**src/sv/icv_pkg.sv**
```systemverilog
// icv_pkg: shared types and constants for the interrupt collector with vector
// request and response payload structs, request kinds, level bit constants
// no dependencies
`default_nettype none

package icv_pkg;

   // request kinds carried in the req_type field
   typedef enum logic [1:0] {
      REQ_BUS_WRITE   = 2'd0,
      REQ_BUS_READ    = 2'd1,
      REQ_LINE_CHANGE = 2'd2,
      REQ_FC_UPDATE   = 2'd3
   } req_kind_type;

   // autovector action codes on the response
   typedef enum logic [1:0] {
      AV_NONE    = 2'd0,
      AV_ASSERT  = 2'd1,
      AV_RELEASE = 2'd2
   } av_action_type;

   // register select on the bus
   localparam logic REG_MASK_STATUS = 1'b0;
   localparam logic REG_VECTOR_BASE = 1'b1;

   // interrupt level bits
   localparam logic [15:0] LVL1_BIT = 16'h0002;
   localparam logic [15:0] LVL2_BIT = 16'h0004;
   localparam logic [15:0] LVL4_BIT = 16'h0010;
   localparam logic [15:0] NMI_BIT  = 16'h0080;

   // acknowledge function code
   localparam logic [2:0] IACK_FC = 3'd7;

   // level-1 device bits in priority order, highest first
   localparam logic [7:0] DEV_PRIO0 = 8'h80;
   localparam logic [7:0] DEV_PRIO1 = 8'h40;
   localparam logic [7:0] DEV_PRIO2 = 8'h10;
   localparam logic [7:0] DEV_PRIO3 = 8'h20;

   // status reset value and mask of the status-readable mask bits
   localparam logic [7:0] STATUS_RESET    = 8'h20;
   localparam logic [7:0] MASK_READ_BITS  = 8'h0f;
   localparam logic [7:0] VECTOR_BASE_MSK = 8'hfc;

   typedef struct packed {
      logic [1:0]  req_type;
      logic        reg_select;
      logic [7:0]  data_value;
      logic [15:0] irq_line_mask;
      logic [15:0] device_mask;
   } icv_req_type;

   typedef struct packed {
      logic [7:0]  read_data;
      logic [15:0] irq_levels;
      logic        irq_update;
      logic [7:0]  vector;
      logic [1:0]  autovector_action;
   } icv_rsp_type;

endpackage

`default_nettype wire

```
**src/sv/icv_core.sv**
```systemverilog
// icv_core: collector state and single-pass request evaluation
// holds mask, status, sources, pending levels and vector state
// depends on icv_pkg
`default_nettype none

module icv_core
   import icv_pkg::*;
(
   input  wire logic        clock,
   input  wire logic        reset,
   input  wire logic        fire,
   input  wire icv_req_type req,
   output icv_rsp_type      rsp
);

   logic [7:0]  level1_mask_ff,    level1_mask_in;
   logic [7:0]  level1_enable_ff,  level1_enable_in;
   logic [7:0]  level1_status_ff,  level1_status_in;
   logic [7:0]  vector_base_ff,    vector_base_in;
   logic [15:0] level2_sources_ff, level2_sources_in;
   logic [15:0] level4_sources_ff, level4_sources_in;
   logic [15:0] pending_ff,        pending_in;
   logic [2:0]  function_code_ff,  function_code_in;
   logic [15:0] acked_ff,          acked_in;
   logic [7:0]  cur_vector_ff,     cur_vector_in;

   logic        line_on;
   logic [7:0]  active_dev;
   logic [2:0]  fc;

   // next state and response for the request in hand
   always_comb begin
      level1_mask_in    = level1_mask_ff;
      level1_enable_in  = level1_enable_ff;
      level1_status_in  = level1_status_ff;
      vector_base_in    = vector_base_ff;
      level2_sources_in = level2_sources_ff;
      level4_sources_in = level4_sources_ff;
      pending_in        = pending_ff;
      function_code_in  = function_code_ff;
      acked_in          = acked_ff;
      cur_vector_in     = cur_vector_ff;

      line_on    = (req.data_value != 8'd0);
      active_dev = level1_status_ff & level1_enable_ff;
      fc         = req.data_value[2:0];

      rsp.read_data         = 8'd0;
      rsp.irq_update        = 1'b0;
      rsp.autovector_action = AV_NONE;

      case (req_kind_type'(req.req_type))
         REQ_BUS_WRITE: begin
            if (req.reg_select == REG_MASK_STATUS) begin
               level1_mask_in   = req.data_value;
               level1_enable_in = {req.data_value[2:0], req.data_value[3], 4'd0};
               if ((level1_status_ff & level1_enable_in) != 8'd0) begin
                  pending_in = pending_ff | LVL1_BIT;
               end else begin
                  pending_in = pending_ff & ~LVL1_BIT;
               end
               rsp.irq_update = 1'b1;
            end else begin
               vector_base_in = req.data_value & VECTOR_BASE_MSK;
            end
         end
         REQ_BUS_READ: begin
            if (req.reg_select == REG_MASK_STATUS) begin
               rsp.read_data = level1_status_ff | (level1_mask_ff & MASK_READ_BITS);
            end
         end
         REQ_LINE_CHANGE: begin
            if (req.irq_line_mask == LVL1_BIT) begin
               // level-1 device status bits, gated by enable
               if (line_on) begin
                  level1_status_in = level1_status_ff | req.device_mask[7:0];
               end else begin
                  level1_status_in = level1_status_ff & ~req.device_mask[7:0];
               end
               if ((level1_status_in & level1_enable_ff) != 8'd0) begin
                  pending_in = pending_ff | LVL1_BIT;
               end else begin
                  pending_in = pending_ff & ~LVL1_BIT;
               end
            end else if (req.irq_line_mask == LVL2_BIT) begin
               // level-2 wired or of device sources
               if (line_on) begin
                  level2_sources_in = level2_sources_ff | req.device_mask;
               end else begin
                  level2_sources_in = level2_sources_ff & ~req.device_mask;
               end
               if (level2_sources_in != 16'd0) begin
                  pending_in = pending_ff | LVL2_BIT;
               end else begin
                  pending_in = pending_ff & ~LVL2_BIT;
               end
            end else if (req.irq_line_mask == LVL4_BIT) begin
               // level-4 wired or of device sources
               if (line_on) begin
                  level4_sources_in = level4_sources_ff | req.device_mask;
               end else begin
                  level4_sources_in = level4_sources_ff & ~req.device_mask;
               end
               if (level4_sources_in != 16'd0) begin
                  pending_in = pending_ff | LVL4_BIT;
               end else begin
                  pending_in = pending_ff & ~LVL4_BIT;
               end
            end else begin
               // raw level bits
               if (line_on) begin
                  pending_in = pending_ff | req.irq_line_mask;
               end else begin
                  pending_in = pending_ff & ~req.irq_line_mask;
               end
            end
            rsp.irq_update = (pending_in != pending_ff);
         end
         REQ_FC_UPDATE: begin
            if (fc == IACK_FC) begin
               // acknowledge: nmi autovector first, then level-1 by priority
               if ((pending_ff & NMI_BIT) != 16'd0) begin
                  rsp.autovector_action = AV_ASSERT;
               end else if ((pending_ff & LVL1_BIT) != 16'd0) begin
                  if ((active_dev & DEV_PRIO0) != 8'd0) begin
                     cur_vector_in = vector_base_ff | 8'd0;
                  end else if ((active_dev & DEV_PRIO1) != 8'd0) begin
                     cur_vector_in = vector_base_ff | 8'd1;
                  end else if ((active_dev & DEV_PRIO2) != 8'd0) begin
                     cur_vector_in = vector_base_ff | 8'd2;
                  end else if ((active_dev & DEV_PRIO3) != 8'd0) begin
                     cur_vector_in = vector_base_ff | 8'd3;
                  end
               end
               acked_in = pending_ff;
            end else if (function_code_ff == IACK_FC) begin
               // leaving acknowledge releases an asserted nmi autovector
               if ((acked_ff & NMI_BIT) != 16'd0) begin
                  rsp.autovector_action = AV_RELEASE;
               end
               acked_in = pending_ff;
            end
            function_code_in = fc;
         end
         default: begin
         end
      endcase

      rsp.irq_levels = pending_in;
      rsp.vector     = cur_vector_in;
   end

   // state registers, updated once per request
   always_ff @(posedge clock) begin
      if (reset) begin
         level1_mask_ff    <= 8'd0;
         level1_enable_ff  <= 8'd0;
         level1_status_ff  <= STATUS_RESET;
         vector_base_ff    <= 8'd0;
         level2_sources_ff <= 16'd0;
         level4_sources_ff <= 16'd0;
         pending_ff        <= 16'd0;
         function_code_ff  <= 3'd0;
         acked_ff          <= 16'd0;
         cur_vector_ff     <= 8'd0;
      end else if (fire) begin
         level1_mask_ff    <= level1_mask_in;
         level1_enable_ff  <= level1_enable_in;
         level1_status_ff  <= level1_status_in;
         vector_base_ff    <= vector_base_in;
         level2_sources_ff <= level2_sources_in;
         level4_sources_ff <= level4_sources_in;
         pending_ff        <= pending_in;
         function_code_ff  <= function_code_in;
         acked_ff          <= acked_in;
         cur_vector_ff     <= cur_vector_in;
      end
   end

endmodule

`default_nettype wire

```
**src/sv/interrupt_collector_with_vector_top.sv**
```systemverilog
// interrupt_collector_with_vector_top: top level of the interrupt collector
// input register, single-pass evaluation in icv_core, response register
// depends on icv_pkg and icv_core
//
//   channel  direction  ports                               payload
//   req      in         req_valid, req_ready, req_payload   icv_req_type
//   rsp      out        rsp_valid, rsp_ready, rsp_payload   icv_rsp_type
//
// one request per cycle sustained while the response side is ready; each request gives
// one response after acceptance (input register, then response register)
// synchronous active-high reset clears valid flags and collector state
// a stalled response holds the pipeline; the input register still takes a
// request while the response register is full but the evaluation stage is free

`default_nettype none

module interrupt_collector_with_vector_top
   import icv_pkg::*;
(
   input  wire logic        clock,
   input  wire logic        reset,
   input  wire logic        req_valid,
   output logic             req_ready,
   input  wire icv_req_type req_payload,
   output logic             rsp_valid,
   input  wire logic        rsp_ready,
   output icv_rsp_type      rsp_payload
);

   logic        in_valid_ff, in_valid_in;
   icv_req_type in_req_ff;
   logic        out_valid_ff, out_valid_in;
   icv_rsp_type out_rsp_ff;
   icv_rsp_type core_rsp;
   logic        advance;

   // handshake control
   always_comb begin
      advance      = in_valid_ff && (!out_valid_ff || rsp_ready);
      req_ready    = !in_valid_ff || advance;
      in_valid_in  = (req_valid && req_ready) || (in_valid_ff && !advance);
      out_valid_in = advance || (out_valid_ff && !rsp_ready);
   end

   // evaluation of the registered request
   icv_core u_core (
      .clock (clock),
      .reset (reset),
      .fire  (advance),
      .req   (in_req_ff),
      .rsp   (core_rsp)
   );

   // valid flags
   always_ff @(posedge clock) begin
      if (reset) begin
         in_valid_ff  <= 1'b0;
         out_valid_ff <= 1'b0;
      end else begin
         in_valid_ff  <= in_valid_in;
         out_valid_ff <= out_valid_in;
      end
   end

   // payload registers
   always_ff @(posedge clock) begin
      if (req_valid && req_ready) begin
         in_req_ff <= req_payload;
      end
      if (advance) begin
         out_rsp_ff <= core_rsp;
      end
   end

   assign rsp_valid   = out_valid_ff;
   assign rsp_payload = out_rsp_ff;

endmodule

`default_nettype wire

```
**config.mk**
```make
export PLATFORM = sky130hd
export DESIGN_NAME = interrupt_collector_with_vector_top
export DESIGN_NICKNAME = d
export VERILOG_FILES = /design/src/sv/icv_pkg.sv /design/src/sv/icv_core.sv /design/src/sv/interrupt_collector_with_vector_top.sv
export SDC_FILE = /design/constraint.sdc
export NUM_CORES = 1
export LEC_CHECK = 0
export ABC_AREA = 1
export BUFFER_PORTS_ARGS = -buffer_cell sky130_fd_sc_hd__buf_4
export CORE_ASPECT_RATIO = 0.7
export CORE_MARGIN = 2
export CORE_UTILIZATION = 58
export CTS_CLUSTER_SIZE = 25
export DETAILED_ROUTE_END_ITERATION = 8
export PLACE_DENSITY = 0.9
export SLEW_MARGIN = 30
export SYNTH_ARGS = -nofsm -noshare
export SYNTH_HDL_FRONTEND = slang
export SYNTH_SLANG_ARGS = --single-unit
```
**constraint.sdc**
```tcl
create_clock -name clock -period 2.64 [get_ports clock]
set_clock_uncertainty 0.05 [all_clocks]
set_input_delay 0.132 -clock clock [delete_from_list [all_inputs] [get_ports clock]]
set_output_delay 0.132 -clock clock [all_outputs]
set_load 0.01 [all_outputs]
```
==> impl_metrics.csv, run 1 <==
group,metric,value,unit
floorplan,core,11600,um2
setup_path,path_buf_inv,2,
yosys,ys_seq_area_share,57.7,%
floorplan,fp-row-count,33,
drt,drc,0,
place,place_inst,1023,
drt,firstDrtPassIters,5,
setup_path,critPathMaxFanout,21,
cells_and_area,diodes,0,
setup_path,worstPathCellList,"nor2_1, nand3_1, nor4_1, nand2_1, nor2_1, buf_4, clkinv_1, nor2_1, nor2_1",
yosys,synth_area_leaders,"edfxtp_1 34%, dfxtp_1 23%, nor2_1 8.0%",
place,gp_congestion,0.941,
setup_path,critPathTopFamily,"simple AND/OR/NAND/NOR gates",
cells_and_area,drive_gt1_share,14.6,%
yosys,ys_seq_elements,158,
global_routing,grt_pass1_vias,5630,
clock_network,cts_resized,0,
clock_network,clockBufferDepth,2,
yosys,synth_ff_type,"dfxtp_1",
timing,rsz0062_at_grt,"false",
floorplan,die_area,12700,um2
yosys,yosysWarnings,0,
floorplan,die_h,94.8,um
clock_network,cts_tree,"built",
timing,tightest_slew,0.952,ns
clock_network,clock_latency,0.42,ns
place,dp_hpwl,10.9,mm
clock_network,clock_tree.root_cell,"clkbuf_16",
timing,fmax,420,MHz
clock_network,clock-sinks,158,
timing,slew_viol_final,0,
timing,hold_viol_final,0,
drt,routed_wirelength,16.6,mm
floorplan,dieWidth,134,um
setup_path,cp.required,2.89,ns
power_and_ir_drop,p_per_area,636,nW/um2
global_routing,grt_pass1_wl,27.3,mm
global_routing,gr-usage-all-layers,27.7,%
cells_and_area,nets,980,
clock_network,htree_levels,4,
setup_path,crit_type,"flip-flop to flip-flop",
timing,slew_headroom,36.2,%
cells_and_area,fin_cells,1103,
power_and_ir_drop,vdd_drop_max,497,uV
setup_path,slowest_delay,0.46,ns
floorplan,start_util,58.9,%
timing,finalCritPeriodShare,90.3,%
cells_and_area,syn2layout_area_growth,26.7,%
global_routing,overflow,0,
drt,vias,6066,
global_routing,grt_max_degree,48,
place,pre_cts_ws,0.243,ns
place,port_buffers,83,
setup_path,critPathCaptureType,"flip-flop",
yosys,synthDistinctLibCells,33,
timing,fin_setup_tns,0,ns
yosys,synth_edf_count,78,
yosys,netlist_area,6830,um2
drt,drt_first_iter_violations,628,
clock_network,path_clk_slew,0.06,ns
setup_path,arrival,2.63,ns
yosys,netlist_instances,798,
cells_and_area,postLayoutCoreUtil,74.6,%
timing,setup_violations,0,
timing,setup_ws,0.257,ns
timing,period_needed,2.38,ns
yosys,synth_fp_nets,845,
drt,routedWlPerCell,15.1,um
yosys,synth_most_common_cell,"nor2_1",
setup_path,cpMostUsedCell,"nor2_1",
clock_network,cts_buffers,17,
yosys,netlist.area_leader.share,34.3,%
yosys,synthArstFlopShare,0,%
yosys,synthTopCellsByCount,"146 x nor2_1, 144 x nand2_1, 86 x inv_1, 80 x dfxtp_1, 78 x edfxtp_1",
yosys,postSynthAreaPerCell,8.56,um2
power_and_ir_drop,p_leak,0.00355,uW
outcome,status,"finished, final reports clean",
drt,ant_nets,0,
global_routing,grt_antenna_before_repair,0,
setup_path,critPathSlowestCell,"edfxtp_1",
yosys,synth_area_leader_cell,"edfxtp_1",
floorplan,io_pins,84,
setup_path,startpoint_type,"flip-flop",
min_path,min_path_type,"input port to flip-flop",
drt,vias_per_cell,5.50,
run,max_cap_violations,0,
cell usage in the layout, fill, tap and decap left out, drive strengths merged, types with 22 or more instances in the layout:
cell type / n
inv: 87
edfxtp: 78
dlygate4sd3: 46
o21ai: 85
dfxtp: 80
a21oi: 37
nor3: 31
nand2: 148
buf: 97
nor2: 149
clkbuf: 22
final cells by class:
cell class | instances | area [um2]
clock buffer | 22 | 474
clock inverter | 10 | 88.8
fill | 778 | 2940
inverter | 90 | 338
multi-input combinational | 523 | 2420
sequential | 158 | 3940
tap | 157 | 196
timing repair buffer | 143 | 1200
per-stage QoR:
step           total power (uW)  hold WS (ns)  instance area [um2]
3_5_place_dp               3160         0.261                 7620
4_1_cts                    5500         0.177                 8640
2_1_floorplan              2990         0.181                 6830
6_report                   5500         0.180                 8660
5_1_grt                    5690         0.176                 8660
3_3_place_gp               3150         0.260                 7620
per-layer routing:
metal / share of wire (%) / track usage (%)
met5: 0 / 0
met4: 1.6 / 8.69
met1: 44 / 37.9
met2: 46 / 44.2
met3: 8.9 / 6.23
cell families (layout without fill, tap and decap cells):
group / count (synthesis) / in the layout / share of synthesized area [%]
buffers and inverters: 117 / 265 / 6.90
DFF: 158 / 158 / 57.7
and+or+nand+nor: 357 / 357 / 21.6
AOI/OAI and AO/OA: 166 / 166 / 13.8
worst paths after layout:
kind | from | to | slack [ns] | depth (start not counted)
hold reg to reg | u_core.cur_vector_ff[0] | u_core.cur_vector_ff[0] | 0.43 | 2
setup / recovery | in_req_ff[22] | u_core.level4_sources_ff[14] | 0.26 | 9
setup reg to reg | in_req_ff[22] | u_core.level4_sources_ff[14] | 0.26 | 9
hold / removal | reset | rsp_valid | 0.18 | 2
where the power goes:
part | total, uW | leakage (uW) | switching, uW | internal [uW]
logic | 445 | 0.00188 | 251 | 194
registers | 2730 | 0.00141 | 52.3 | 2680
clock network | 2330 | 0.000270 | 964 | 1370
total | 5500 | 0.00355 | 1270 | 4240
sequential cells by signal, indices dropped and copies added (netlist names), named ones only:
name and cells:
u_core.level1_enable_ff 1, u_core.level1_mask_ff 3, u_core.cur_vector_ff 8, u_core.vector_base_ff 6, u_core.level4_sources_ff 16, u_core.function_code_ff 3
in_valid_ff 1, u_core.acked_ff 1, rsp_payload 35, u_core.pending_ff 16, in_req_ff 43, rsp_valid 1
u_core.level1_status_ff 4, u_core.level2_sources_ff 16
timing repair:
action                                 CTS  global route
hold buffers                            46             0
endpoints found under the hold margin   45             0
setup endpoints to repair                0             1
setup buffers                            0             2
Power figures use the tool's default switching activity.
==> inputs of run 2 (changes only) <==
--- a/config.mk
+++ b/config.mk
@@ -7,7 +7,6 @@
 export LEC_CHECK = 0
 export ABC_AREA = 1
 export BUFFER_PORTS_ARGS = -buffer_cell sky130_fd_sc_hd__buf_4
-export CORE_ASPECT_RATIO = 0.7
 export CORE_MARGIN = 2
 export CORE_UTILIZATION = 58
 export CTS_CLUSTER_SIZE = 25
==> run 2 against run 1 <==
  * Sequential share of layout area rose by 0.11 points
  * Non-clock buffer count decreased by 1
  * Sequential cell count did not move
  * Critical path type unchanged
  * Largest power group unchanged
==> impl_metrics.csv, run 2 (same netlist as run 1, synthesis figures left out) <==
group,metric,value,unit
power_and_ir_drop,power_switching,1230,uW
timing,setup_violations,0,
power_and_ir_drop,vdd_drop_max,511,uV
floorplan,start_util,59.6,%
timing,slew_headroom,39.8,%
cells_and_area,postLayoutCoreUtil,75.3,%
setup_path,critPathCaptureType,"flip-flop",
timing,setup_ws,0.240,ns
place,gp_congestion,0.887,
power_and_ir_drop,p_int,4270,uW
clock_network,clock_tree.root_cell,"clkbuf_16",
clock_network,path_clk_slew,0.06,ns
cells_and_area,layout_commonest_cell,"nor2_1",
drt,vias_per_cell,5.48,
setup_path,r2r_end,"rsp_payload[10]",
cells_and_area,nets,979,
min_path,hold_end,"rsp_valid",
setup_path,crit_type,"flip-flop to flip-flop",
clock_network,cts_buffers,17,
cells_and_area,fin_cells,1088,
drt,drt_first_iter_violations,693,
drt,ant_nets,0,
power_and_ir_drop,combPwrFrac,8.0,%
power_and_ir_drop,p_leak,0.00355,uW
cells_and_area,top_register,"in_req_ff",
global_routing,grt_pass1_vias,5630,
floorplan,io_pins,84,
power_and_ir_drop,p_per_area,637,nW/um2
clock_network,cts_tree,"built",
timing,slew_viol_final,0,
setup_path,critPathTopFamily,"simple AND/OR/NAND/NOR gates",
min_path,hold_depth,2,
place,pre_cts_ws,0.237,ns
setup_path,reg2reg_slack,0.24,ns
timing,hold_viol_final,0,
timing,tightest_slew,0.897,ns
global_routing,grt_pass1_wl,25.9,mm
clock_network,clock_latency,0.42,ns
clock_network,htree_levels,4,
setup_path,ff2ff_path_depth,15,
timing,fmax,417,MHz
power_and_ir_drop,seqPwrFrac,49.5,%
power_and_ir_drop,power,5510,uW
cells_and_area,largest_reg_flops,43,
min_path,min-delay-start,"reset",
run,max_cap_violations,0,
power_and_ir_drop,clkPwrFrac,42.5,%
timing,fin_setup_tns,0,ns
drt,firstDrtPassIters,5,
floorplan,fp-row-count,39,
drt,routedWlPerCell,14.4,um
floorplan,die_area,12700,um2
floorplan,die_h,113,um
setup_path,path_depth,15,
drt,drc,0,
global_routing,grt_max_degree,48,
setup_path,startpoint_type,"flip-flop",
drt,vias,5967,
timing,finalCritPeriodShare,90.9,%
place,dp_hpwl,10.2,mm
clock_network,clockBufferDepth,2,
setup_path,critPathMaxFanout,18,
setup_path,path_buf_inv,2,
global_routing,grt_antenna_before_repair,0,
setup_path,critPathSlowestCell,"edfxtp_1",
outcome,status,"finished, final reports clean",
power_and_ir_drop,power.share.switching,22.4,%
cells_and_area,drive_gt1_share,14.3,%
setup_path,slowest_delay,0.38,ns
setup_path,worstPathCellList,"nor2_1, nand2_2, nor2_8, inv_2, buf_4, nand3_1, o31ai_1, nor3_1, nand2_1, nor2_1, nand2_1, nor2_1, nand2_1, nand2_1, nand2_1",
timing,period_needed,2.40,ns
setup_path,cpMostUsedCell,"nand2_1",
setup_path,arrival,2.53,ns
clock_network,clock-sinks,158,
global_routing,gr-usage-all-layers,25.8,%
cells_and_area,syn2layout_area_growth,26.4,%
clock_network,cts_setup_buffers,0,
setup_path,reg2reg_from,"in_req_ff[36]",
place,place_inst,1010,
drt,routed_wirelength,15.6,mm
cells_and_area,diodes,0,
place,port_buffers,83,
cells_and_area,final_cell_mix,"146 x nor2_1, 144 x nand2_1, 95 x buf_4",
setup_path,cp.required,2.77,ns
global_routing,overflow,0,
floorplan,core,11500,um2
min_path,min_path_type,"input port to flip-flop",
clock_network,cts_resized,0,
floorplan,dieWidth,113,um
timing,rsz0062_at_grt,"false",
==> run 2: changes by cell type in the layout (fill, tap and decap cells not counted), sizes merged <==
cell and change:
buf -1, bufinv +1, clkbuf -2, clkinv +1
==> run 2: through the flow <==
step / instance area (um2) / hold WS, ns
2_1_floorplan: 6830 / 0.181
3_3_place_gp: 7610 / 0.260
3_5_place_dp: 7610 / 0.261
4_1_cts: 8640 / 0.144
5_1_grt: 8640 / 0.174
6_report: 8640 / 0.161
==> run 2: how the worst max path moves through the flow <==
stage                  startpoint                            to  slack [ns]
global placement    in_req_ff[36]               rsp_payload[10]        0.37
detailed placement  in_req_ff[39]               rsp_payload[10]        0.24
finish              in_req_ff[36]               rsp_payload[10]        0.24
global route        in_req_ff[36]               rsp_payload[10]       0.007
floorplan               rsp_valid  u_core.level4_sources_ff[13]        0.59
CTS                 in_req_ff[39]               rsp_payload[10]        0.22
==> run 2: worst reg2reg max path, stage by stage, from the launching register on <==
cell and delay (ns):
edfxtp_1 0.38, nor2_1 0.19, nand2_2 0.17, nor2_8 0.23
inv_2 0.11, buf_4 0.21, nand3_1 0.09, o31ai_1 0.07
nor3_1 0.13, nand2_1 0.07, nor2_1 0.13, nand2_1 0.09
nor2_1 0.10, nand2_1 0.06, nand2_1 0.05, nand2_1 0.04
==> run 2: layer usage <==
metal  share of wire, %  GRT usage [%]  vias up
met5                  0              0        -
met4                1.9           9.67        0
met3                7.5           5.94       28
met2                 49           42.8      253
met1                 42           33.0     2737
li1                   -              -     2949
==> run 2: what timing repair did <==
item	4_1_cts	5_1_grt
endpoints found under the hold margin	45	0
hold buffers	46	0
setup endpoints to repair	0	1
==> run 2: power groups by stage <==
stage	logic, uW	registers, uW	clock network [uW]
6_report	441	2730	2340
5_1_grt	487	2730	2460
4_1_cts	435	2730	2350
3_5_place_dp	378	2780	0
3_3_place_gp	370	2770	0
2_1_floorplan	210	2780	0
==> run 2: cell type report <==
type	count	area, um2
Tap cell	143	179
Multi-Input combinational cell	523	2420
Sequential cell	158	3940
Clock buffer	20	447
Clock inverter	12	121
Timing Repair Buffer	142	1190
Inverter	90	338
Fill cell	765	2830
==> inputs of run 3 (changes only) <==
--- a/config.mk
+++ b/config.mk
@@ -8,10 +8,11 @@
 export ABC_AREA = 1
 export BUFFER_PORTS_ARGS = -buffer_cell sky130_fd_sc_hd__buf_4
 export CORE_MARGIN = 2
-export CORE_UTILIZATION = 58
+export CORE_UTILIZATION = 60
+export CTS_BUF_LIST = sky130_fd_sc_hd__clkbuf_8
 export CTS_CLUSTER_SIZE = 25
 export DETAILED_ROUTE_END_ITERATION = 8
-export PLACE_DENSITY = 0.9
+export PLACE_DENSITY = 0.92
 export SLEW_MARGIN = 30
 export SYNTH_ARGS = -nofsm -noshare
 export SYNTH_HDL_FRONTEND = slang
==> run 3 against run 2 <==
  * Worst setup slack lost 0.028 ns
  * Cell area shrank 0.33%
  * Register-to-register slack lost 0.03 ns
  * Routed wire length increased by 9.9%
  * Via count up 4.1%
  * Sequential cell count unchanged
  * Fmax down 1.2%
  * Power down 5.9%
  * Largest power group unchanged
==> impl_metrics.csv, run 3 (same netlist as run 1, synthesis figures left out) <==
group,metric,value,unit
place,port_buffers,83,
timing,finalCritPeriodShare,92.0,%
floorplan,core,11000,um2
timing,whs,0.183,ns
setup_path,reg2reg_from,"in_req_ff[35]",
drt,vias_per_cell,5.69,
timing,setup_ws,0.212,ns
global_routing,grt_pass1_wl,27.1,mm
setup_path,crit_start,"in_req_ff[35]",
setup_path,crit_type,"flip-flop to flip-flop",
setup_path,ff2ff_path_depth,16,
cells_and_area,top_register,"in_req_ff",
min_path,min_path_type,"input port to flip-flop",
drt,drc,0,
setup_path,critPathCaptureType,"flip-flop",
floorplan,start_util,62.2,%
drt,routedWlPerCell,15.8,um
clock_network,clock-sinks,158,
cells_and_area,final_cell_mix,"143 x nand2_1, 142 x nor2_1, 99 x buf_4",
setup_path,reg2reg_slack,0.21,ns
power_and_ir_drop,p_per_area,602,nW/um2
drt,vias,6213,
floorplan,die_h,111,um
outcome,status,"finished, final reports clean",
cells_and_area,diodes,0,
setup_path,startpoint_type,"flip-flop",
timing,setup_violations,0,
clock_network,clock_latency,0.44,ns
power_and_ir_drop,p_leak,0.00356,uW
setup_path,critPathMaxFanout,9,
cells_and_area,layout_commonest_cell,"nand2_1",
place,dp_hpwl,10.4,mm
drt,firstDrtPassIters,6,
timing,fin_setup_tns,0,ns
cells_and_area,nets,985,
timing,fmax,412,MHz
global_routing,grt_antenna_before_repair,0,
setup_path,arrival,2.57,ns
setup_path,critPathCapture,"rsp_payload[10]",
global_routing,grt_pass1_vias,5912,
timing,tightest_slew,0.948,ns
timing,rsz0062_at_grt,"false",
setup_path,r2r_end,"rsp_payload[10]",
global_routing,gr-usage-all-layers,27.4,%
global_routing,overflow,0,
clock_network,cts_buffers,17,
floorplan,dieWidth,111,um
floorplan,fp-row-count,38,
clock_network,path_clk_slew,0.08,ns
global_routing,grt_max_degree,48,
setup_path,cp.required,2.78,ns
cells_and_area,syn2layout_area_growth,26.0,%
floorplan,io_pins,84,
clock_network,htree_levels,4,
timing,slew_headroom,36.4,%
drt,routed_wirelength,17.2,mm
place,gp_congestion,0.870,
clock_network,clock_tree.root_cell,"clkbuf_8",
timing,period_needed,2.43,ns
drt,ant_nets,0,
floorplan,die_area,12300,um2
timing,hold_viol_final,0,
clock_network,clockBufferDepth,2,
drt,drt_first_iter_violations,745,
run,max_cap_violations,0,
place,place_inst,1005,
power_and_ir_drop,vdd_drop_max,387,uV
cells_and_area,fin_cells,1091,
place,pre_cts_ws,0.296,ns
cells_and_area,largest_reg_flops,43,
timing,slew_viol_final,0,
cells_and_area,drive_gt1_share,15.5,%
clock_network,cts_tree,"built",
run 3: cell count changes in the layout (fill, tap and decap cells not counted), sizes merged:
| cell | delta |
|---|---|
| bufinv | +3 |
| clkinv | -4 |
| clkbuf | -1 |
| buf | +5 |
| clkinvlp | -2 |
| inv | +5 |
run 3: worst min-delay path by stage:
stage | cells past startpoint | startpoint | to | slack (ns)
finish | 2 | reset | rsp_valid | 0.18
global placement | 1 | req_payload[9] | in_req_ff[9] | 0.26
floorplan | 0 | req_payload[0] | in_req_ff[0] | 0.18
CTS | 2 | reset | rsp_valid | 0.18
global route | 2 | reset | rsp_valid | 0.18
detailed placement | 1 | req_payload[12] | in_req_ff[12] | 0.26
run 3: metrics by stage:
| step | total power [uW] | utilization (%) | area (um2) |
|---|---|---|---|
| 2_1_floorplan | 2990 | - | 6830 |
| 3_3_place_gp | 3140 | 69.1 | 7590 |
| 3_5_place_dp | 3160 | 69.1 | 7590 |
| 4_1_cts | 5170 | 77.4 | 8500 |
| 5_1_grt | 5360 | 78.4 | 8610 |
| 6_report | 5180 | 78.4 | 8610 |
run 3: critical path, stage by stage, from the launching register on:
cell      delay, ns
edfxtp_1       0.47
nor2_2         0.19
nand2_4        0.11
nor2_8         0.16
buf_12         0.14
buf_12         0.12
o21ai_0        0.11
nor2_1         0.14
nand2_1        0.10
nor2_1         0.09
nand3_1        0.09
nand3_1        0.10
nand2_1        0.06
nor2_1         0.08
nand2_1        0.06
nand2_1        0.06
nand2_1        0.05
run 3: cell type report:
type | instances | area, um2
clock buffers | 18 | 248
clock inverters | 14 | 200
fillers | 649 | 2370
inverters | 90 | 340
multi-input cells | 523 | 2430
flip-flops and latches | 158 | 3940
well taps | 140 | 175
repair buffers | 148 | 1270
run 3: what timing repair did:
action,4_1_cts,5_1_grt
setup endpoints to repair,0,1
endpoints found under the hold margin,45,0
buffers inserted,0,7
hold buffers,46,0
gates resized for setup,0,8
run 3: report_power, final:
part | internal [uW] | leakage [uW] | switching [uW]
clock network | 1140 | 0.000238 | 866
registers | 2670 | 0.00141 | 53.1
logic | 196 | 0.00192 | 257
total | 4010 | 0.00356 | 1180
run 3: routing by layer:
metal / track usage (%) / wire [um]
met1: 33.3 / 6520
met2: 47.2 / 8500
met3: 6.34 / 1580
met4: 11.0 / 601
met5: 0 / 0
